<file path="config.mk">
export PLATFORM = sky130hd
export DESIGN_NAME = wlf_fit_solver
export DESIGN_NICKNAME = d
export VERILOG_FILES = /design/src/sv/wlf_pkg.sv /design/src/sv/wlf_fit_solver.sv
export SDC_FILE = /design/constraint.sdc
export NUM_CORES = 2
export LEC_CHECK = 0
export BUFFER_PORTS_ARGS = -buffer_cell sky130_fd_sc_hd__buf_2
export CORE_MARGIN = 1
export CORE_UTILIZATION = 30
export DETAILED_ROUTE_END_ITERATION = 12
export GPL_TIMING_DRIVEN = 0
export PLACE_DENSITY_LB_ADDON = 0.3
export SYNTH_ARGS = -nofsm -noshare
export SYNTH_HDL_FRONTEND = slang
export SYNTH_SLANG_ARGS = --single-unit
</file>
<file path="constraint.sdc">
create_clock -name aclk -period 57.3 [get_ports aclk]
set_clock_uncertainty 0.05 [all_clocks]
set_input_delay 11.46 -clock aclk [delete_from_list [all_inputs] [get_ports aclk]]
set_output_delay 11.46 -clock aclk [all_outputs]
set_load 0.01 [all_outputs]
</file>
<file path="src/sv/wlf_pkg.sv">
// Shared types and constants of the weighted line fit accumulator.
package wlf_pkg;

    localparam int MAX_HITS = 255;

    // running sum widths
    localparam int SW_W   = 24;
    localparam int SWR_W  = 40;
    localparam int SWZ_W  = 41;
    localparam int SWRZ_W = 57;
    localparam int SWZZ_W = 57;

    // solver datapath
    localparam int ACC_W   = 112;  // holds den << 31 and numerators after shift
    localparam int MB_W    = 42;   // multiplier operand, two's complement
    localparam int Q_W     = 32;   // quotient bits
    localparam int CNT_W   = 6;
    localparam int NS_SH   = 10;
    localparam int NI_SH   = 6;
    localparam int ERR_SH  = 32;

    localparam logic [31:0] SENT_NEG = 32'hFC19_0000;  // -999.0
    localparam logic [31:0] SENT_POS = 32'h03E7_0000;  //  999.0
    localparam logic [31:0] Q_MAX    = 32'h7FFF_FFFF;
    localparam logic [31:0] Q_MIN    = 32'h8000_0000;
    localparam logic [ACC_W-1:0] DEN_ONE = ACC_W'(1) << 24;  // 1.0 in Q.24
    localparam logic [6:0] LOW_SENSOR_RESET = 7'd100;

    typedef struct packed {
        logic [SW_W-1:0]   w;
        logic [SWR_W-1:0]  wr;
        logic [SWZ_W-1:0]  wz;    // signed
        logic [SWRZ_W-1:0] wrz;   // signed
        logic [SWZZ_W-1:0] wzz;
    } sums_t;

    typedef struct packed {
        logic [31:0] slope;
        logic [31:0] intercept;
        logic [31:0] err;
    } fit_t;

    typedef enum logic [2:0] {
        T_IDLE, T_M0, T_M1, T_M2, T_M3, T_M4, T_SOLVE, T_FIN
    } top_state_t;

    typedef enum logic [2:0] {
        S_IDLE, S_MUL, S_DEN, S_LOAD, S_CHK, S_DIV, S_STORE, S_DONE
    } fit_state_t;

    typedef enum logic [1:0] {
        DV_SLOPE, DV_INTERCEPT, DV_ERROR
    } div_sel_t;

endpackage

</file>
<file path="src/sv/wlf_fit_solver.sv">
// Line fit solver: shift-add products and restoring division on one shared adder.
module wlf_fit_solver import wlf_pkg::*; (
    input  logic  aclk,
    input  logic  aresetn,
    input  logic  start,
    input  sums_t sums,
    output logic  done,
    output fit_t  fit
);

    fit_state_t state_reg, state_next;
    logic [2:0]       pidx_reg, pidx_next;
    logic [CNT_W-1:0] step_reg, step_next;
    logic [ACC_W-1:0] acc_reg, acc_next;
    logic [ACC_W-1:0] mcand_reg, mcand_next;
    logic [MB_W-1:0]  mplier_reg, mplier_next;
    logic [ACC_W-1:0] den_reg, den_next;
    logic [ACC_W-1:0] ns_reg, ns_next;
    logic [ACC_W-1:0] ni_reg, ni_next;
    logic [ACC_W-1:0] rem_reg, rem_next;
    logic [ACC_W-1:0] dsh_reg, dsh_next;
    logic [Q_W-1:0]   q_reg, q_next;
    logic             den_neg_reg, den_neg_next;
    logic             qneg_reg, qneg_next;
    logic             sat_reg, sat_next;
    div_sel_t         didx_reg, didx_next;
    fit_t             fit_reg, fit_next;

    // shared adder / subtractor / comparator
    logic [ACC_W-1:0] add_x, add_y, add_sum;
    logic             add_sub, add_ge;
    logic [ACC_W:0]   add_full;

    assign add_full = {1'b0, add_x} + {1'b0, (add_sub ? ~add_y : add_y)}
                    + {{ACC_W{1'b0}}, add_sub};
    assign add_sum  = add_full[ACC_W-1:0];
    assign add_ge   = add_full[ACC_W];

    // product table: den = Szz*S0 - Sz*Sz, ns = Srz*S0 - Sr*Sz, ni = Sr*Szz - Srz*Sz
    function automatic logic [ACC_W-1:0] sel_a(input logic [2:0] idx, input sums_t s);
        logic [ACC_W-1:0] v;
        case (idx)
            3'd0, 3'd4: v = ACC_W'(s.wzz);
            3'd1, 3'd3: v = ACC_W'($signed(s.wz));
            default:    v = ACC_W'($signed(s.wrz));
        endcase
        return v;
    endfunction

    function automatic logic [MB_W-1:0] sel_b(input logic [2:0] idx, input sums_t s);
        logic [MB_W-1:0] v;
        case (idx)
            3'd0, 3'd2: v = MB_W'(s.w);
            3'd3, 3'd4: v = MB_W'(s.wr);
            default:    v = MB_W'($signed(s.wz));
        endcase
        return v;
    endfunction

    logic [ACC_W-1:0] acc_step, num, mag;
    logic [Q_W-1:0]   qres;
    logic             qover;

    always_comb begin
        state_next   = state_reg;
        pidx_next    = pidx_reg;
        step_next    = step_reg;
        acc_next     = acc_reg;
        mcand_next   = mcand_reg;
        mplier_next  = mplier_reg;
        den_next     = den_reg;
        ns_next      = ns_reg;
        ni_next      = ni_reg;
        rem_next     = rem_reg;
        dsh_next     = dsh_reg;
        q_next       = q_reg;
        den_neg_next = den_neg_reg;
        qneg_next    = qneg_reg;
        sat_next     = sat_reg;
        didx_next    = didx_reg;
        fit_next     = fit_reg;
        add_x        = '0;
        add_y        = '0;
        add_sub      = 1'b0;
        done         = 1'b0;
        acc_step     = acc_reg;
        num          = '0;
        mag          = '0;
        qover        = 1'b0;
        qres         = '0;
        case (state_reg)
            S_IDLE: begin
                if (start) begin
                    pidx_next   = 3'd0;
                    mcand_next  = sel_a(3'd0, sums);
                    mplier_next = sel_b(3'd0, sums);
                    step_next   = '0;
                    acc_next    = '0;
                    state_next  = S_MUL;
                end
            end
            S_MUL: begin
                // top multiplier bit carries negative weight
                add_x       = acc_reg;
                add_y       = mcand_reg;
                add_sub     = pidx_reg[0] ^ (step_reg == CNT_W'(MB_W - 1));
                acc_step    = mplier_reg[0] ? add_sum : acc_reg;
                acc_next    = acc_step;
                mcand_next  = mcand_reg << 1;
                mplier_next = mplier_reg >> 1;
                step_next   = step_reg + 1'b1;
                if (step_reg == CNT_W'(MB_W - 1)) begin
                    if (pidx_reg[0]) begin
                        case (pidx_reg[2:1])
                            2'd0:    den_next = acc_step;
                            2'd1:    ns_next  = acc_step;
                            default: ni_next  = acc_step;
                        endcase
                    end
                    if (pidx_reg == 3'd5) begin
                        state_next = S_DEN;
                    end else begin
                        pidx_next   = pidx_reg + 1'b1;
                        mcand_next  = sel_a(pidx_reg + 1'b1, sums);
                        mplier_next = sel_b(pidx_reg + 1'b1, sums);
                        step_next   = '0;
                        if (pidx_reg[0]) begin
                            acc_next = '0;
                        end
                    end
                end
            end
            S_DEN: begin
                if (den_reg == '0) begin
                    den_next     = DEN_ONE;
                    den_neg_next = 1'b0;
                end else begin
                    add_y        = den_reg;
                    add_sub      = 1'b1;
                    den_neg_next = den_reg[ACC_W-1];
                    if (den_reg[ACC_W-1]) begin
                        den_next = add_sum;
                    end
                end
                didx_next  = DV_SLOPE;
                state_next = S_LOAD;
            end
            S_LOAD: begin
                case (didx_reg)
                    DV_SLOPE:     num = ns_reg;
                    DV_INTERCEPT: num = ni_reg;
                    default:      num = ACC_W'(sums.w);
                endcase
                add_y   = num;
                add_sub = 1'b1;
                mag     = num[ACC_W-1] ? add_sum : num;
                case (didx_reg)
                    DV_SLOPE:     rem_next = mag << NS_SH;
                    DV_INTERCEPT: rem_next = mag << NI_SH;
                    default:      rem_next = mag << ERR_SH;
                endcase
                qneg_next  = num[ACC_W-1] ^ den_neg_reg;
                state_next = S_CHK;
            end
            S_CHK: begin
                // quotient needs more than 32 bits: saturate
                add_x   = rem_reg >> Q_W;
                add_y   = den_reg;
                add_sub = 1'b1;
                if (add_ge) begin
                    sat_next   = 1'b1;
                    state_next = S_STORE;
                end else begin
                    sat_next   = 1'b0;
                    dsh_next   = den_reg << (Q_W - 1);
                    step_next  = '0;
                    q_next     = '0;
                    state_next = S_DIV;
                end
            end
            S_DIV: begin
                add_x   = rem_reg;
                add_y   = dsh_reg;
                add_sub = 1'b1;
                if (add_ge) begin
                    rem_next = add_sum;
                end
                q_next    = {q_reg[Q_W-2:0], add_ge};
                dsh_next  = dsh_reg >> 1;
                step_next = step_reg + 1'b1;
                if (step_reg == CNT_W'(Q_W - 1)) begin
                    state_next = S_STORE;
                end
            end
            S_STORE: begin
                qover = sat_reg || (qneg_reg ? (q_reg > Q_MIN) : q_reg[Q_W-1]);
                if (qover) begin
                    qres = qneg_reg ? Q_MIN : Q_MAX;
                end else begin
                    qres = qneg_reg ? (Q_W'(0) - q_reg) : q_reg;
                end
                case (didx_reg)
                    DV_SLOPE: begin
                        fit_next.slope = qres;
                        didx_next      = DV_INTERCEPT;
                        state_next     = S_LOAD;
                    end
                    DV_INTERCEPT: begin
                        fit_next.intercept = qres;
                        didx_next          = DV_ERROR;
                        state_next         = S_LOAD;
                    end
                    default: begin
                        fit_next.err = qres;
                        state_next   = S_DONE;
                    end
                endcase
            end
            S_DONE: begin
                done       = 1'b1;
                state_next = S_IDLE;
            end
            default: state_next = S_IDLE;
        endcase
    end

    always_ff @(posedge aclk) begin
        if (!aresetn) begin
            state_reg <= S_IDLE;
        end else begin
            state_reg <= state_next;
        end
    end

    always_ff @(posedge aclk) begin
        pidx_reg    <= pidx_next;
        step_reg    <= step_next;
        acc_reg     <= acc_next;
        mcand_reg   <= mcand_next;
        mplier_reg  <= mplier_next;
        den_reg     <= den_next;
        ns_reg      <= ns_next;
        ni_reg      <= ni_next;
        rem_reg     <= rem_next;
        dsh_reg     <= dsh_next;
        q_reg       <= q_next;
        den_neg_reg <= den_neg_next;
        qneg_reg    <= qneg_next;
        sat_reg     <= sat_next;
        didx_reg    <= didx_next;
        fit_reg     <= fit_next;
    end

    assign fit = fit_reg;

`ifndef SYNTHESIS
    a_start_mul: assert property (@(posedge aclk) disable iff (!aresetn)
        (state_reg == S_IDLE && start) |=> (state_reg == S_MUL))
        else $error("solver did not start product phase");
    a_den_pos: assert property (@(posedge aclk) disable iff (!aresetn)
        (state_reg == S_DIV) |-> (den_reg != '0 && !den_reg[ACC_W-1]))
        else $error("divisor not a positive magnitude");
    a_rem_bound: assert property (@(posedge aclk) disable iff (!aresetn)
        (state_reg == S_DIV) |-> ((rem_reg >> 1) < dsh_reg))
        else $error("division remainder out of range");
`endif

endmodule

</file>
# Word level (Yosys, flattened, before mapping)
# Cells that the tools add are included.
[op_classes]
addsub = 5
muxes = 62
order_cmp = 1
bitwise = 5
eq_ne = 27
n_reduce_logical = 33
[op_table]
columns = ["operator", "n"]
rows = [
  ["$mux W112", 18],
  ["$pmux W112 S2", 8],
  ["$pmux W112 S5", 1],
  ["$pmux W112 S3", 1],
  ["$pmux W42 S2", 2],
  ["$mux W32", 4],
  ["$mux W42", 3],
  ["$add A112 B112 Y113", 1],
  ["$add A113 B1 Y113", 1],
  ["$logic_not A112 Y1", 1],
  ["$not A112 Y112", 1],
  ["$mux W106", 1],
  ["$pmux W32 S2", 1],
  ["$gt A32 B32 Y1 const B", 1],
  ["$sub A1 B32 Y32 const A", 1],
  ["$mux W3", 8],
  ["$mux W6", 4],
  ["$pmux W3 S8", 1],
  ["$pmux W6 S4", 1],
  ["$reduce_and A4 Y1", 5],
  ["$eq A3 B3 Y1 const B", 6],
  ["$ne A2 B2 Y1 const B", 8],
  ["$reduce_and A2 Y1", 7],
  ["$eq A3 B2 Y1 const B", 4],
  ["25 further kinds", 44],
]
[word_totals]
ff_bits = 971
in_bits = 222
output_inout_bits = 97
elab_cells = 153

# Logic depth before layout (Yosys ltp)
[depth]
word_depth = 13
ltp_mapped = 26
mapped_depth_nobuf = 24

# Worst setup path before layout
# No wires, ideal clock.
[synth_path]
path_kind = "input-to-reg"
start = "input start"
end = "register acc_reg[0], enable pin"
slack_ns = 26.635
setup_ns = 1.219
path_buffers = 0
t_arrival_ns = 29.397
cell_stages = 2
t_required_ns = 56.031
cell_sequence = "nor2_1 nor3_1"
[synth_via]
elab_chain_len = 2
[synth_rtl]
columns = ["item", "line", "text"]
rows = [
  ["start: declaration", "wlf_fit_solver.sv:5", "input logic start,"],
  ["$ne A2 B2 Y1 (no line)", "--", ""],
  ["$reduce_and A2 Y1 (no line)", "--", ""],
  ["end signal: assignment", "wlf_fit_solver.sv:238", "acc_reg <= acc_next;"],
  ["end: declaration", "wlf_fit_solver.sv:14", "logic [ACC_W-1:0] acc_reg, acc_next;"],
]
# Every way passes these cells.
# A chain may end at the register's enable or synchronous reset.

# Final worst setup path
[layout_path]
start = "input sums[196] (netlist name)"
end = "register rem_reg[90], enable pin"
[layout_via]
elab_chain_len = 9
[layout_rtl]
columns = ["item", "line", "text"]
rows = [
  ["start: declaration", "wlf_fit_solver.sv:6", "input sums_t sums,"],
  ["$pmux W112 S2 (*)", "wlf_fit_solver.sv:149", "case (didx_reg)"],
  ["$mux W112 (*)", "wlf_fit_solver.sv:91", "case (state_reg)"],
  ["$pmux W112 S5 (*)", "wlf_fit_solver.sv:91", ""],
  ["$not A112 Y112", "wlf_fit_solver.sv:34", "assign add_full = {1'b0, add_x} + {1'b0, (add_sub ? ~add_y : add_y)}"],
  ["$mux W112 (*)", "wlf_fit_solver.sv:34", ""],
  ["$add A112 B112 Y113 (*)", "wlf_fit_solver.sv:34", ""],
  ["$add A113 B1 Y113 (*)", "wlf_fit_solver.sv:35", "+ {{ACC_W{1'b0}}, add_sub};"],
  ["$ne A2 B2 Y1 (no line) (*)", "--", ""],
  ["$reduce_and A2 Y1 (no line) (*)", "--", ""],
  ["end signal: assignment", "wlf_fit_solver.sv:244", "rem_reg <= rem_next;"],
  ["end: declaration", "wlf_fit_solver.sv:20", "logic [ACC_W-1:0] rem_reg, rem_next;"],
]
# Mark *: on every way between the ends. The rest lies on a longest branch, timed or not. The select of a mux whose other input is x is not followed.

==> results.sh <==
export IMPL_ys_seq_area_share_pct=49.3
export IMPL_die_h_microns=446
export IMPL_portBuffers=318
export IMPL_fp_row_count=162
export IMPL_cts_resized=0
export IMPL_crit_type="input port to flip-flop"
export IMPL_status="finished with violations"
export IMPL_r2r_cells=23
export IMPL_yosys_area_top_type="edfxtp_1"
export IMPL_synth_distinct_cells=90
export IMPL_synth_async_reset_ratio_pct=0
export IMPL_yosys_top_cells_area="edfxtp_1, a21oi_1, nand2_1, nor2_1, mux2i_1"
export IMPL_crit_cells=23
export IMPL_ant_nets=0
export IMPL_drt_first_pass_iters=6
export IMPL_cts_tree="done"
export IMPL_drive_gt1_share_pct=10.3
export IMPL_relSlewSlack_pct=-9.95
export IMPL_fmax_mhz=52.2
export IMPL_io_pins=319
export IMPL_start_kind="input port"
export IMPL_place_congestion=1.07
export IMPL_placed_cells=9222
export IMPL_detail_route_wl_per_cell_microns=37.1
export IMPL_required_ns=57.70
export IMPL_grtUsageTotal_pct=34.3
export IMPL_nets=7055
export IMPL_regArea_sq_um=29100
export IMPL_crit_arrival_ns=19.55
export IMPL_pwr_share_clk_pct=35.3
export IMPL_dp_hpwl_microns=286000
export IMPL_dpl_instance_area_sq_um=65100
export IMPL_synth_seq_cells=971
export IMPL_violations="capacitance limit, slew limit"
export IMPL_rsz0062_at_grt="false"
export IMPL_vias=56900
export IMPL_grt_max_degree=58
export IMPL_design_area_sq_um=68700
export IMPL_synthCells=6211
export IMPL_intPower_w=0.00134
export IMPL_combPwrFrac_pct=22.0
export IMPL_finalCritPeriodShare_pct=33.4
export IMPL_cts_sinks=971
export IMPL_p_leak_nw=25.2
export IMPL_end_kind="flip-flop"
export IMPL_gr_total_overflow=0
export IMPL_p_seq_share_pct=42.7
export IMPL_r2r_slack_ns=45.03
export IMPL_cts_root_buffer="clkbuf_16"
export IMPL_vias_per_cell=6.03
export IMPL_worstHoldPathType="flip-flop to flip-flop"
export IMPL_grt_pass1_vias=54100
export IMPL_final_common_cell="edfxtp_1"
export IMPL_grt_pass1_wl_microns=463000
export IMPL_finalSetupTns_ns=0
export IMPL_crit_family="compound AO/OA/AOI/OAI gates"
export IMPL_syn_area_per_cell_sq_um=9.52
export IMPL_fin_crit_ns=19.15
export IMPL_syn_nets=6556
export IMPL_cts_setup_buffers=0
export IMPL_slowest_delay_ns=0.88
export IMPL_multi_input_area_sq_um=27600
export IMPL_ys_flop_type="edfxtp_1"
export IMPL_synth_edf_count=968
export IMPL_drc_errors=0
export IMPL_hold_viol_final=0
export IMPL_antenna_found_initial=36
export IMPL_initial_core_util_pct=30.3
export IMPL_yosys_area_top_type_share_pct=49.2
export IMPL_reg2reg_from="den_reg[98]"
export IMPL_clockBufferDepth=3
export IMPL_hold_buffers=0
export IMPL_syn_cell_area_sq_um=59100
export IMPL_cts_buffers=105
export IMPL_clock_latency_ns=0.81
export IMPL_finalSetupViolations=0
export IMPL_wl_microns=350000
export IMPL_tightest_slew_ns=1.65
export IMPL_die_w_microns=446
export IMPL_cp_cell_sequence="buf_2, nand2_1, o21ai_0, mux2_2, a221oi_1, nor2_1, xnor2_1, inv_1, fa_1, and2b_1, o2111ai_1, a21boi_1, o21ai_1, a2111o_1, a2111o_1, a21oi_2, o21ai_0, a211oi_1, o21ai_1, buf_6, o21ai_4, buf_12, buf_12"
export IMPL_dieArea_sq_um=199000
export IMPL_area_delta_synth_final_pct=16.1
export IMPL_crit_fanout=26
export IMPL_final_core_util_pct=35.1
export IMPL_clk_pin_slew_ns=0.06
export IMPL_htreeDepth=3
export IMPL_drt_iter0_drc=8569
export IMPL_p_per_area_nw_per_um2=29.7
export IMPL_final_cell_mix="edfxtp_1, nand2_1, nor2_1"
export IMPL_maxCapViolCount=12
export IMPL_power_switching_w=0.000698
export IMPL_fillCellCount=20500
export IMPL_cp_endpoint="rem_reg[90]"
export IMPL_cp_startpoint="sums[196]"
export IMPL_slew_violations=110
export IMPL_ir_drop_mv=0.0241
export IMPL_fp_coreArea_sq_um=195000
export IMPL_path_buf_inv=5
export IMPL_reg2reg_to="den_reg[65]"
export IMPL_instances_no_fill=9436
export IMPL_yosysWarnings=0
export IMPL_critPathSlowestCell="nor2_1"
export IMPL_worst_hold_slack_ns=0.485
export IMPL_p_sw_share_pct=34.2
## worst min-delay path by stage
stage	slack [ns]	endpoint	depth (start not counted)	startpoint
3_3_place_gp	0.46	mplier_reg[40]	1	mplier_reg[41]
5_1_grt	0.50	mplier_reg[40]	1	mplier_reg[41]
3_5_place_dp	0.48	mplier_reg[40]	1	mplier_reg[41]
2_1_floorplan	0.44	mplier_reg[40]	1	mplier_reg[41]
6_report	0.49	mplier_reg[40]	1	mplier_reg[41]
4_1_cts	0.49	dsh_reg[98]	2	dsh_reg[99]
## per-stage QoR
stage	power [W]	setup slack, ns
4_1_cts	0.00202	38.43
5_1_grt	0.00207	38.02
6_report	0.00204	38.15
3_5_place_dp	0.00132	37.74
3_3_place_gp	0.00133	15.19
2_1_floorplan	0.00110	26.63
## cells by family after synthesis
| logic type | after synthesis | share of synthesized area [%] |
|---|---|---|
| AO/OA/AOI/OAI | 1816 | 19.2 |
| XOR/XNOR | 228 | 3.38 |
| adder cells (fa/ha/maj) | 123 | 2.61 |
| buffers and inverters | 661 | 4.22 |
| flip-flops | 971 | 49.3 |
| multiplexers | 341 | 6.01 |
| AND/OR/NAND/NOR | 2071 | 15.3 |
## layout make-up
type,instances,area share [%]
sequential,971,42.4
multi-input combinational,4579,40.2
tap,2624,4.78
clock buffer,124,3.93
timing repair buffer,392,3.74
buffer,485,2.70
clock inverter,71,1.18
inverter,176,0.962
antenna,14,0.0510
## per-layer routing
layer	GRT usage, %	part of all wire (%)	vias to the layer above
met3	7.20	9.3	903
met1	41.8	38	28300
li1	-	-	23900
met5	0	0.022	-
met4	28.2	9.8	12
met2	52.2	43	3770
## synth_stat cells (7+ instances only)
library cell,n
a211o_1,12
a211oi_1,38
a21boi_0,7
a21o_1,125
a21oi_1,594
a221o_1,12
a221oi_1,46
a22o_1,64
a22oi_1,115
a311oi_1,20
a31o_2,8
a31oi_1,57
and2_1,28
and3_1,80
buf_1,55
buf_2,13
clkbuf_1,417
edfxtp_1,968
ha_1,122
inv_1,173
mux2_2,64
mux2i_1,272
nand2_1,792
nand2b_1,24
nand3_1,60
nand4_1,74
nor2_1,726
nor2b_1,13
nor3_1,115
nor3b_1,43
nor4_1,39
o211ai_1,24
o21a_1,35
o21ai_0,406
o21bai_1,37
o22a_1,9
o22ai_1,82
o2bb2ai_1,25
o311ai_0,7
o31ai_1,23
or2_2,7
or3_1,36
or4_1,12
xnor2_1,180
xor2_1,48
## power groups by stage
stage / clock network [W] / logic, W / registers (W)
global route: 0.000744 / 0.000459 / 0.000871
CTS: 0.000718 / 0.000434 / 0.000869
finish: 0.000720 / 0.000449 / 0.000870
floorplan: 0 / 0.000226 / 0.000877
global placement: 0 / 0.000424 / 0.000904
detailed placement: 0 / 0.000433 / 0.000884
No activity file was read; power rests on OpenSTA's default activity.
